**src/hw/rtl/mbfu_pkg.sv**
```systemverilog
package mbfu_pkg;

	localparam int unsigned WORD_WIDTH = 32;
	localparam int unsigned FIELD_MAX  = 16;
	localparam int unsigned HOLD_MAX   = FIELD_MAX - 1;
	localparam int unsigned ACC_WIDTH  = HOLD_MAX + WORD_WIDTH;
	localparam int unsigned ADDR_WIDTH = 4;

	typedef logic [4:0] width_t;
	typedef logic [5:0] count_t;

	typedef enum logic [1:0] {
		PH_IDLE   = 2'd0,
		PH_FIRST  = 2'd1,
		PH_SECOND = 2'd2
	} phase_t;

	typedef enum logic [1:0] {
		REG_FIRST_WIDTH  = 2'd0,
		REG_FIRST_COUNT  = 2'd1,
		REG_SECOND_WIDTH = 2'd2,
		REG_SECOND_COUNT = 2'd3
	} reg_index_t;

	localparam width_t WIDTH_RESET_FIRST  = 5'd12;
	localparam width_t WIDTH_RESET_SECOND = 5'd2;
	localparam count_t COUNT_RESET        = 6'd63;

	function automatic logic phase_open(input phase_t ph);
		return (ph == PH_FIRST) || (ph == PH_SECOND);
	endfunction

	// Zero acts as one, anything past sixteen acts as sixteen.
	function automatic width_t clamp_width(input width_t v);
		width_t r;
		if (v == 5'd0) begin
			r = 5'd1;
		end else if (v > 5'(FIELD_MAX)) begin
			r = 5'(FIELD_MAX);
		end else begin
			r = v;
		end
		return r;
	endfunction

	function automatic count_t clamp_count(input count_t v);
		return (v == 6'd0) ? 6'd1 : v;
	endfunction

	// Low w bits set, w in 1..16.
	function automatic logic [FIELD_MAX-1:0] field_mask(input width_t w);
		return {FIELD_MAX{1'b1}} >> (5'(FIELD_MAX) - w);
	endfunction

	// Low p bits set, p in 0..15.
	function automatic logic [HOLD_MAX-1:0] hold_mask(input logic [3:0] p);
		return {HOLD_MAX{1'b1}} >> (4'(HOLD_MAX) - p);
	endfunction

endpackage

```
**src/hw/rtl/msb_first_bit_field_unpacker.sv**
```systemverilog
// MSB-first bit field unpacker. Each 32-bit word is cut from its top bit down into
// fields of first_width bits (first_count of them), then second_width bits
// (second_count of them); a field that crosses a word boundary takes its high bits
// from the end of the earlier word. record_start clears the unpacker and opens the
// first table; words outside an open record are taken and give no result. One field
// leaves per cycle, while out_stall does not hold the output register, from a single
// shift-and-mask extractor working on a 47-bit window; a word stays in the extractor
// until the fields it completes (at most 32) have left. The next word is taken in
// the same cycle that the last field of the current word moves to the output register.
// Configuration registers sit at byte addresses 0, 4, 8, 12; the user must write them
// only while no record word is in flight, which the block itself does not enforce.
module msb_first_bit_field_unpacker (
	input  logic                            clk,
	input  logic                            arst_n,

	input  logic                            in_valid,
	output logic                            in_stall,
	input  logic [mbfu_pkg::WORD_WIDTH-1:0] word_in,
	input  logic                            record_start,

	output logic                            out_valid,
	input  logic                            out_stall,
	output logic [15:0]                     field_value,
	output logic                            table_select,
	output logic [5:0]                      field_index,
	output logic                            last_of_word,
	output logic                            record_done,

	input  logic                            psel,
	input  logic                            penable,
	input  logic                            pwrite,
	input  logic [mbfu_pkg::ADDR_WIDTH-1:0] paddr,
	input  logic [31:0]                     pwdata,
	output logic [31:0]                     prdata,
	output logic                            pready
);

	localparam int unsigned AW = mbfu_pkg::ACC_WIDTH;

	// configuration
	mbfu_pkg::width_t first_width_q, second_width_q;
	mbfu_pkg::count_t first_count_q, second_count_q;
	mbfu_pkg::reg_index_t reg_sel;
	logic cfg_wr;

	assign pready  = 1'b1;
	assign reg_sel = mbfu_pkg::reg_index_t'(paddr[3:2]);
	assign cfg_wr  = psel && penable && pwrite && pready;

	always_ff @(posedge clk or negedge arst_n) begin
		if (!arst_n) begin
			first_width_q  <= mbfu_pkg::WIDTH_RESET_FIRST;
			first_count_q  <= mbfu_pkg::COUNT_RESET;
			second_width_q <= mbfu_pkg::WIDTH_RESET_SECOND;
			second_count_q <= mbfu_pkg::COUNT_RESET;
		end else if (cfg_wr) begin
			case (reg_sel)
				mbfu_pkg::REG_FIRST_WIDTH:  first_width_q  <= pwdata[4:0];
				mbfu_pkg::REG_FIRST_COUNT:  first_count_q  <= pwdata[5:0];
				mbfu_pkg::REG_SECOND_WIDTH: second_width_q <= pwdata[4:0];
				mbfu_pkg::REG_SECOND_COUNT: second_count_q <= pwdata[5:0];
				default: ;
			endcase
		end
	end

	always_comb begin
		case (reg_sel)
			mbfu_pkg::REG_FIRST_WIDTH:  prdata = {27'd0, first_width_q};
			mbfu_pkg::REG_FIRST_COUNT:  prdata = {26'd0, first_count_q};
			mbfu_pkg::REG_SECOND_WIDTH: prdata = {27'd0, second_width_q};
			mbfu_pkg::REG_SECOND_COUNT: prdata = {26'd0, second_count_q};
			default:                    prdata = 32'd0;
		endcase
	end

	// working state
	logic                busy_q;
	mbfu_pkg::phase_t    phase_q;
	logic [5:0]          counter_q;
	logic [4:0]          emit_q;
	logic [AW-1:0]       acc_q;
	logic [5:0]          n_q;

	// output register
	logic                out_valid_q;
	logic [15:0]         field_value_q;
	logic                table_select_q;
	logic [5:0]          field_index_q;
	logic                last_q;
	logic                done_q;

	// extraction of one field from the window
	logic                second;
	mbfu_pkg::width_t    w_cur;
	mbfu_pkg::count_t    cnt_cur;
	logic [AW-1:0]       shifted;
	logic [15:0]         value;
	logic [5:0]          n_post;
	logic                table_end;
	mbfu_pkg::phase_t    phase_post;
	logic [5:0]          counter_post;
	mbfu_pkg::width_t    w_post;
	logic                more;
	logic                fire;
	logic                accept;

	always_comb begin
		second    = (phase_q == mbfu_pkg::PH_SECOND);
		w_cur     = mbfu_pkg::clamp_width(second ? second_width_q : first_width_q);
		cnt_cur   = mbfu_pkg::clamp_count(second ? second_count_q : first_count_q);
		shifted   = acc_q >> (n_q - {1'b0, w_cur});
		value     = shifted[15:0] & mbfu_pkg::field_mask(w_cur);
		n_post    = n_q - {1'b0, w_cur};
		table_end = ({1'b0, counter_q} + 7'd1) >= {1'b0, cnt_cur};
		if (table_end) begin
			counter_post = 6'd0;
			phase_post   = second ? mbfu_pkg::PH_IDLE : mbfu_pkg::PH_SECOND;
		end else begin
			counter_post = counter_q + 6'd1;
			phase_post   = phase_q;
		end
		w_post = mbfu_pkg::clamp_width((phase_post == mbfu_pkg::PH_SECOND) ?
			second_width_q : first_width_q);
		more = mbfu_pkg::phase_open(phase_post) && (n_post >= {1'b0, w_post}) &&
			(emit_q != 5'd31);
	end

	assign fire     = busy_q && (!out_valid_q || !out_stall);
	assign in_stall = busy_q && !(fire && !more);
	assign accept   = in_valid && !in_stall;

	// state seen by an incoming word: after this cycle's field if one leaves
	mbfu_pkg::phase_t    base_phase;
	logic [5:0]          base_counter;
	logic [5:0]          base_n;
	logic [3:0]          base_p;
	mbfu_pkg::phase_t    new_phase;
	logic [5:0]          new_counter;
	logic [3:0]          p_raw;
	logic [3:0]          p_use;
	mbfu_pkg::width_t    w_new;
	logic [AW-1:0]       acc_new;

	always_comb begin
		base_phase   = busy_q ? phase_post : phase_q;
		base_counter = busy_q ? counter_post : counter_q;
		base_n       = busy_q ? n_post : n_q;
		base_p       = (mbfu_pkg::phase_open(base_phase) && base_n < 6'd16) ?
			base_n[3:0] : 4'd0;
		new_phase    = record_start ? mbfu_pkg::PH_FIRST : base_phase;
		new_counter  = record_start ? 6'd0 : base_counter;
		p_raw        = record_start ? 4'd0 : base_p;
		w_new = mbfu_pkg::clamp_width((new_phase == mbfu_pkg::PH_SECOND) ?
			second_width_q : first_width_q);
		// drop held bits that no longer fit below the field width
		p_use   = ({1'b0, p_raw} >= w_new) ? 4'd0 : p_raw;
		acc_new = {acc_q[mbfu_pkg::HOLD_MAX-1:0] & mbfu_pkg::hold_mask(p_use), word_in};
	end

	always_ff @(posedge clk or negedge arst_n) begin
		if (!arst_n) begin
			busy_q    <= 1'b0;
			phase_q   <= mbfu_pkg::PH_IDLE;
			counter_q <= 6'd0;
			emit_q    <= 5'd0;
			n_q       <= 6'd0;
		end else if (accept) begin
			phase_q   <= new_phase;
			counter_q <= new_counter;
			emit_q    <= 5'd0;
			busy_q    <= mbfu_pkg::phase_open(new_phase);
			n_q       <= {2'b00, p_use} + 6'(mbfu_pkg::WORD_WIDTH);
		end else if (fire) begin
			phase_q   <= phase_post;
			counter_q <= counter_post;
			emit_q    <= emit_q + 5'd1;
			busy_q    <= more;
			n_q       <= n_post;
		end
	end

	always_ff @(posedge clk) begin
		if (accept && mbfu_pkg::phase_open(new_phase)) begin
			acc_q <= acc_new;
		end
	end

	always_ff @(posedge clk or negedge arst_n) begin
		if (!arst_n) begin
			out_valid_q <= 1'b0;
		end else if (fire) begin
			out_valid_q <= 1'b1;
		end else if (!out_stall) begin
			out_valid_q <= 1'b0;
		end
	end

	always_ff @(posedge clk) begin
		if (fire) begin
			field_value_q  <= value;
			table_select_q <= second;
			field_index_q  <= counter_q;
			last_q         <= !more;
			done_q         <= second && table_end;
		end
	end

	assign out_valid    = out_valid_q;
	assign field_value  = field_value_q;
	assign table_select = table_select_q;
	assign field_index  = field_index_q;
	assign last_of_word = last_q;
	assign record_done  = done_q;

	a_busy_open: assert property (@(posedge clk) disable iff (!arst_n)
		busy_q |-> mbfu_pkg::phase_open(phase_q))
		else $error("extractor busy outside an open table");

	a_window_fits: assert property (@(posedge clk) disable iff (!arst_n)
		busy_q |-> (n_q >= {1'b0, w_cur}))
		else $error("window holds fewer bits than the field width");

	a_done_last: assert property (@(posedge clk) disable iff (!arst_n)
		(out_valid_q && done_q) |-> (last_q && table_select_q))
		else $error("record done without last-of-word on a second-table field");

	a_stall_busy: assert property (@(posedge clk) disable iff (!arst_n)
		in_stall |-> busy_q)
		else $error("input held off while the extractor is free");

endmodule
```
**config.mk**
```make
export PLATFORM = sky130hd
export DESIGN_NAME = msb_first_bit_field_unpacker
export DESIGN_NICKNAME = d
export VERILOG_FILES = /design/src/hw/rtl/mbfu_pkg.sv /design/src/hw/rtl/msb_first_bit_field_unpacker.sv
export SDC_FILE = /design/constraint.sdc
export NUM_CORES = 1
export LEC_CHECK = 0
export ABC_AREA = 1
export BUFFER_PORTS_ARGS = -buffer_cell sky130_fd_sc_hd__buf_2
export CELL_PAD_IN_SITES_DETAIL_PLACEMENT = 0
export CELL_PAD_IN_SITES_GLOBAL_PLACEMENT = 1
export CORE_MARGIN = 1.5
export CORE_UTILIZATION = 42
export CTS_CLUSTER_DIAMETER = 30
export DETAILED_ROUTE_END_ITERATION = 10
export PLACE_DENSITY = 0.87
export SYNTH_ARGS = -nofsm -noshare
export SYNTH_HDL_FRONTEND = slang
export SYNTH_SLANG_ARGS = --single-unit
```
**constraint.sdc**
```tcl
create_clock -name clk -period 8.05 [get_ports clk]
set_input_delay 0.805 -clock clk [delete_from_list [all_inputs] [get_ports clk]]
set_output_delay 0.805 -clock clk [all_outputs]
set_load 0.05 [all_outputs]
```
==> impl_results.md, run 1 <==
* Simple-Gate Fraction of Synth Area at 0.262
* Worst-path clk slew at 0.05 ns
* Hold path depth at 2
* Status: complete, no violations
* CTS tree: built
* Root Buffer: clkbuf_16
* #FFs+latches synth at roughly 120
* Final wirelength at 21.3 mm
* Fraction of synthesis flops using an asynchronous set or reset pin at 0.374
* Maximum clock frequency at between 150 and 200 MHz
* Vias in the first global route at ~6900
* WP data required at between 8 and 9 ns
* WP data arrival at ~6.4 ns
* Antenna-violating nets left at 0
* Synth-to-Final Area Change at 12.4%
* Worst-skew pair later-pin latency at ~0.42 ns
* CP dominant cell by count: nand2_1
* Post-CTS sizing at 0
* Via-per-instance ratio at around 5.1
* Yosys Warn Count at 0
* Post-synth cell types at 48
* Top post-synthesis cells by area: edfxtp_1 26%, nand2_1 16%, dfrtp_1 8.5%
* Total setup buffers inserted after CTS at 0
* Ports at between 100 and 150
* Critical path buffers and inverters at 7
* Core Box Area at 19300 um^2
* Max_slew headroom at 0.317
* Initial Utilization at 0.426
* CP max stage delay at ~0.51 ns
* DR iter-0 viols at approximately 520
* Hold crit path type: reg -> reg
* First-pass GRT wire length at between 30 and 40 mm
* Compound-Gate Fraction of Synth Area at 0.161
* DP Wirelength at 15.8 mm
* Final worst path period share at 0.781
* Routability congestion estimate at a little under 0.9
* Fin crit period at 6.29 ns
* Total CTS buffers at 17
* Slowest stage cell, crit path: nor2_4
* Mapped cell area at roughly 8000 um^2
* Crit path launch type: flip-flop
* Synth cell count leaders: 354 x nand2_1, 133 x o21ai_0, 88 x inv_1, 72 x edfxtp_1, 61 x nor2_1
* Reg2Reg Depth at roughly 40
* Total number of vias at 7304
* Clock Skew at 0.0122 ns
* WP depth at roughly 40
* Synth top area share at 0.263
* Grt ovf at 0
* Share of layout cells above drive strength 1 at 0.147
* Total Routing Usage GR at 0.220
* Finish-stage setup viols at 0
* DIE WIDTH at roughly 140 um
* Worst slew pin tran at between 1 and 1.5 ns
* CTS max path bufs at 2
* Antenna cell count at 0
* Crit-path max FO at 32
* Initial antenna violation count at 0
* RSZ-0062 raised after global routing: false
* Kind of critical path: reg -> reg
* Xor and xnor area share after synthesis at 0.0126
* Max cap viols at 0
* Avg Inst Size Synth at 7.40 um^2
* Count leader, synth: nand2_1
* Register area share after synthesis at 0.396
* Final Hold Viols at 0
* Clock Sinks at 115
* H-tree depth at 4
* Area of the die at slightly above 20000 um^2
* Pins Over Slew Limit at 0
* EDFF count, synth at between 70 and 80
* Critical Path End Type: flip-flop
* Largest family of logic cells by synthesized area: simple AND/OR/NAND/NOR gates
* Synth Area in Adders at 0.0480
* Final setup TNS at 0 ns
* IO buf count at 80
* WL/cell at 14.7 um
* Multiplexer share of the synthesized area at 0.0207
* Site Rows at slightly above 50
* First drt pass iteration count at 5
* Syn Inst Count at ~1100
* Crit-path leading delay family: simple AND/OR/NAND/NOR gates
* Prevailing post-synth register cell: edfxtp_1
* Post-CTS Hold Buffers at 0
* Die Span Y at 143 um
* Yosys top cell by area: edfxtp_1
* DRC violations left at 0
* Largest net degree at the start of global routing at 62
* Final net count at between 1000 and 1500
[worst reg2reg max path: cells and delay by family, from the launching register on]
family,cells,cell delay (ns)
buffers and inverters,7,1.05
AO/OA/AOI/OAI,5,0.84
adder cells (fa/ha/maj),3,0.86
flip-flops,1,0.40
AND/OR/NAND/NOR,26,2.78
[metal layers]
metal	vias up	track usage	wire [um]
met5	-	0	0
met4	0	0.0836	507
met3	34	0.0359	886
met2	162	0.363	10100
met1	3351	0.289	9820
li1	3757	-	-
[through the flow]
step	worst slack, ns	util	hold WS, ns	cells	cell area (um^2)
final	1.76	0.479	0.481	1445	9250
after global routing	1.16	0.479	0.506	1445	9250
after CTS	1.73	0.479	0.487	1445	9250
after detailed placement	1.73	0.450	0.474	1413	8710
after global placement	1.89	0.450	0.468	1413	8710
after floorplan	1.39	-	0.447	1137	8330
[area by class of cell]
cell class | count | area [um^2]
fill | 1985 | 10100
inverter | 104 | 393
tap | 265 | 332
clock buffer | 23 | 490
timing repair buffer | 86 | 445
clock inverter | 9 | 53.8
sequential | 115 | 3260
multi-input combinational | 843 | 4280
[flip-flops by register name, indices dropped and copies added (netlist names), 2 cells and up]
name and cells:
acc_q 47, counter_q 6, emit_q 5, field_index 6
field_value 16, first_count_q 6, first_width_q 5, n_q 6
phase_q 2, second_count_q 6, second_width_q 5
[layout by cell type, fill, tap and decap left out, drive strengths merged]
cell type  Yosys  final
nand3         61     61
o211ai        11     11
or2            6      6
xor2           7      7
o21ai        159    159
a21oi         48     48
edfxtp        72     72
ha            30     30
nand2        362    362
clkinv         2      8
mux2i         17     17
o311ai         1      1
nor2          63     63
buf           47     86
conb           2     27
a22o           1      1
nor3          14     14
dfstp         15     15
clkinvlp       0      3
xnor2          1      1
or4            1      1
fa             1      1
o22ai          5      5
o21bai         2      2
a31oi          9      9
dfrtp         28     28
nand3b         3      3
nand4          5      5
inv          102    102
clkbuf        28     23
o2111ai        2      2
a21boi         5      5
and3           2      2
[kinds of logic (layout without fill, tap and decap cells)]
logic type	count (synthesis)	after routing
buf+inv	179	222
fa+ha+maj	31	31
compound gates	243	243
xor+xnor	8	8
simple gates	517	517
flops	115	115
mux	17	17
other cells	2	27
[final timing paths]
check / slack (ns) / end / startpoint
max: 1.76 / acc_q[22] / phase_q[0]
min: 0.48 / second_width_q[0] / second_width_q[0]
max reg2reg: 1.76 / acc_q[22] / phase_q[0]
min reg2reg: 0.48 / second_width_q[0] / second_width_q[0]
max in group asynchronous: 6.85 / emit_q[3] / arst_n
min in group asynchronous: 0.57 / first_width_q[0] / arst_n
Power of run 1 is not shown: default switching activity piles up to over one toggle a cycle in this logic, so the estimate is an artifact.
==> run 2, diff against run 1 <==
ABC_AREA = 0   (was 1)
PLACE_DENSITY = 0.81   (was 0.87)
clock period = 6.4 ns   (was 8.05 ns; I/O delays follow)
==> impl_results.md, run 2 <==
* Status: complete, no violations
* Sequential cell area at around 3300 um^2
* Crit-path cells: nand2b_2 > clkinvlp_4 > buf_4 > buf_4 > mux2i_4 > o311a_1 > ha_2 > inv_1 > fa_2 > a21o_1 > a21oi_2 > xor2_2 > clkinv_1 > ha_1 > a21o_1 > a31oi_1 > buf_4 > nand2_1 > nor2_1 > nor2_1 > buf_2
* Critical path buffers and inverters at 7
* Mapped cell area at approximately 8400 um^2
* Prevailing post-synth register cell: edfxtp_1
* Routability congestion estimate at about 0.88
* Root Buffer: clkbuf_16
* Kind of critical path: reg -> out
* Top post-synthesis cells by area: edfxtp_1 26%, mux2i_1 12%, mux4_2 10%
* Max reg flops at 47
* First drt pass iteration count at 6
* Fin crit period at between 6 and 7 ns
* Initial antenna violation count at 0
* Pins Over Slew Limit at 0
* Final net count at 930
* Yosys top cell by area: edfxtp_1
* Most frequent cells in the layout: 102 x mux2i_1, 92 x nand2_1, 80 x buf_2, 72 x edfxtp_1, 38 x mux4_2
* Maximum clock frequency at 166 MHz
* Largest net degree at the start of global routing at between 50 and 60
* Fillers at between 1500 and 2000
* Total number of vias at slightly above 6000
* Crit-path max FO at 8
* Synth top area share at 0.256
* CP max stage delay at 0.43 ns
* Syn Inst Count at roughly 760
* Critical Path End Type: output pin
* Ports at approximately 140
* Count leader, synth: mux2i_1
* Total CTS buffers at 17
* Synth-to-Final Area Change at 14.0%
* Share of layout cells above drive strength 1 at 0.284
* Final setup TNS at 0 ns
* Antenna cell count at 0
* DRC violations left at 0
* H-tree depth at 4
* Crit-path leading delay family: buffers and inverters
* Max cap viols at 0
* WL/cell at about 19 um
* CTS max path bufs at 2
* Core Box Area at 19600 um^2
* Via-per-instance ratio at ~5.6
* Area of the die at 21000 um^2
* Finish-stage setup viols at 0
* Fraction of synthesis flops using an asynchronous set or reset pin at 0.374
* Area of the multi-input gates at 4780 um^2
* Avg Inst Size Synth at between 10 and 15 um^2
* Antenna-violating nets left at 0
* IO buf count at 80
* EDFF count, synth at 72
* Commonest non-fill, non-tap cell in the layout: mux2i_1
* Synth cell count leaders: 104 x mux2i_1, 92 x nand2_1, 72 x edfxtp_1, 38 x mux4_2
* Initial Utilization at 0.431
* CTS tree: built
* Clock Skew at between 0.009 and 0.01 ns
* Worst-skew pair later-pin latency at approximately 0.43 ns
* Final wirelength at roughly 21 mm
* Crit path launch type: flip-flop
* DIE WIDTH at around 140 um
* Hold crit path type: in -> reg
* First-pass GRT wire length at approximately 32 mm
* Site Rows at 51
* Die Span Y at about 140 um
* Post-synth cell types at 73
* Final Hold Viols at 0
* Worst-path clk slew at about 0.060 ns
* Vias in the first global route at ~5800
* Register area share after synthesis at 0.386
* Total Routing Usage GR at 0.203
* Yosys Warn Count at 0
* Grt ovf at 0
* Worst slew pin tran at 1.01 ns
* WP data required at between 5 and 6 ns
* Clock Sinks at between 100 and 150
* DP Wirelength at 14.6 mm
* #FFs+latches synth at between 100 and 150
* Final worst path period share at 0.940
* DR iter-0 viols at between 400 and 500
* CP dominant cell by count: buf_4
* WP data arrival at between 5 and 6 ns
* Max_slew headroom at 0.330
* Slowest stage cell, crit path: dfrtp_1
* Reg with most FFs: acc_q
[run 2: worst register-to-register path: stages (launching register included)]
cell and delay [ns]:
dfrtp_1 0.43, nand2b_2 0.29, clkinvlp_4 0.17, mux2i_2 0.29, nand3_1 0.10, o21ai_0 0.16, ha_1 0.24, nand2b_1 0.19
a2111oi_4 0.44, o21ai_4 0.15, a311oi_1 0.38, ha_1 0.38, nor3_1 0.09, a21oi_1 0.17, nor2_1 0.07, o31ai_1 0.23
a21oi_1 0.09, ha_1 0.28, nand2b_1 0.14, a21o_1 0.17, a21o_1 0.16, a21oi_1 0.18, o211ai_1 0.30, nor4_1 0.37
[run 2: final timing paths]
check,from,end,slack (ns),cells after the start
min,word_in[27],acc_q[27],0.38,1
max,phase_q[0],in_stall,0.39,21
max reg2reg,phase_q[0],acc_q[46],0.75,23
min reg2reg,counter_q[1],field_index[1],0.51,0
max in group asynchronous,arst_n,n_q[0],5.38,1
min in group asynchronous,arst_n,second_width_q[4],0.39,1
[run 2: layout make-up]
type                    count  share of cell area
inverters                  30              0.0121
repair buffers             97              0.0574
multi-input cells         562               0.496
well taps                 265              0.0344
clock inverters            13              0.0173
clock buffers              18              0.0446
flip-flops and latches    115               0.338
[run 2: metrics by stage]
stage               hold slack [ns]  cell area (um^2)  utilization  setup slack (ns)  instances
floorplan                     0.344              8540            -            0.0459        781
global placement              0.502              8960        0.457             0.332       1067
detailed placement            0.505              8960        0.457             0.264       1067
CTS                           0.374              9570        0.488            0.0698       1098
global route                  0.370              9630        0.492           -0.0640       1100
finish                        0.385              9630        0.492             0.386       1100
[run 2: timing repair]
item	CTS	global route
endpoints found under the setup margin	1	1
pin swaps	0	2
hold buffers	0	0
setup buffers	0	2
resized for setup	3	6
[run 2: logic make-up after synthesis]
group	share of synthesized area
DFF	0.386
AOI/OAI and AO/OA	0.106
other	0.000889
buffers and inverters	0.0689
xor gates and xnor gates	0.0165
muxes	0.270
and+or+nand+nor	0.105
adders and majority gates	0.0468
[run 2: per-layer routing]
| metal | global-route usage | vias to the layer above | part of all wire |
|---|---|---|---|
| met2 | 0.296 | 181 | 0.46 |
| met5 | 0 | - | 0 |
| li1 | - | 2946 | - |
| met3 | 0.0487 | 17 | 0.058 |
| met1 | 0.298 | 3041 | 0.48 |
| met4 | 0.0558 | 0 | 0.0099 |
Power of run 2 is left out for the same reason.
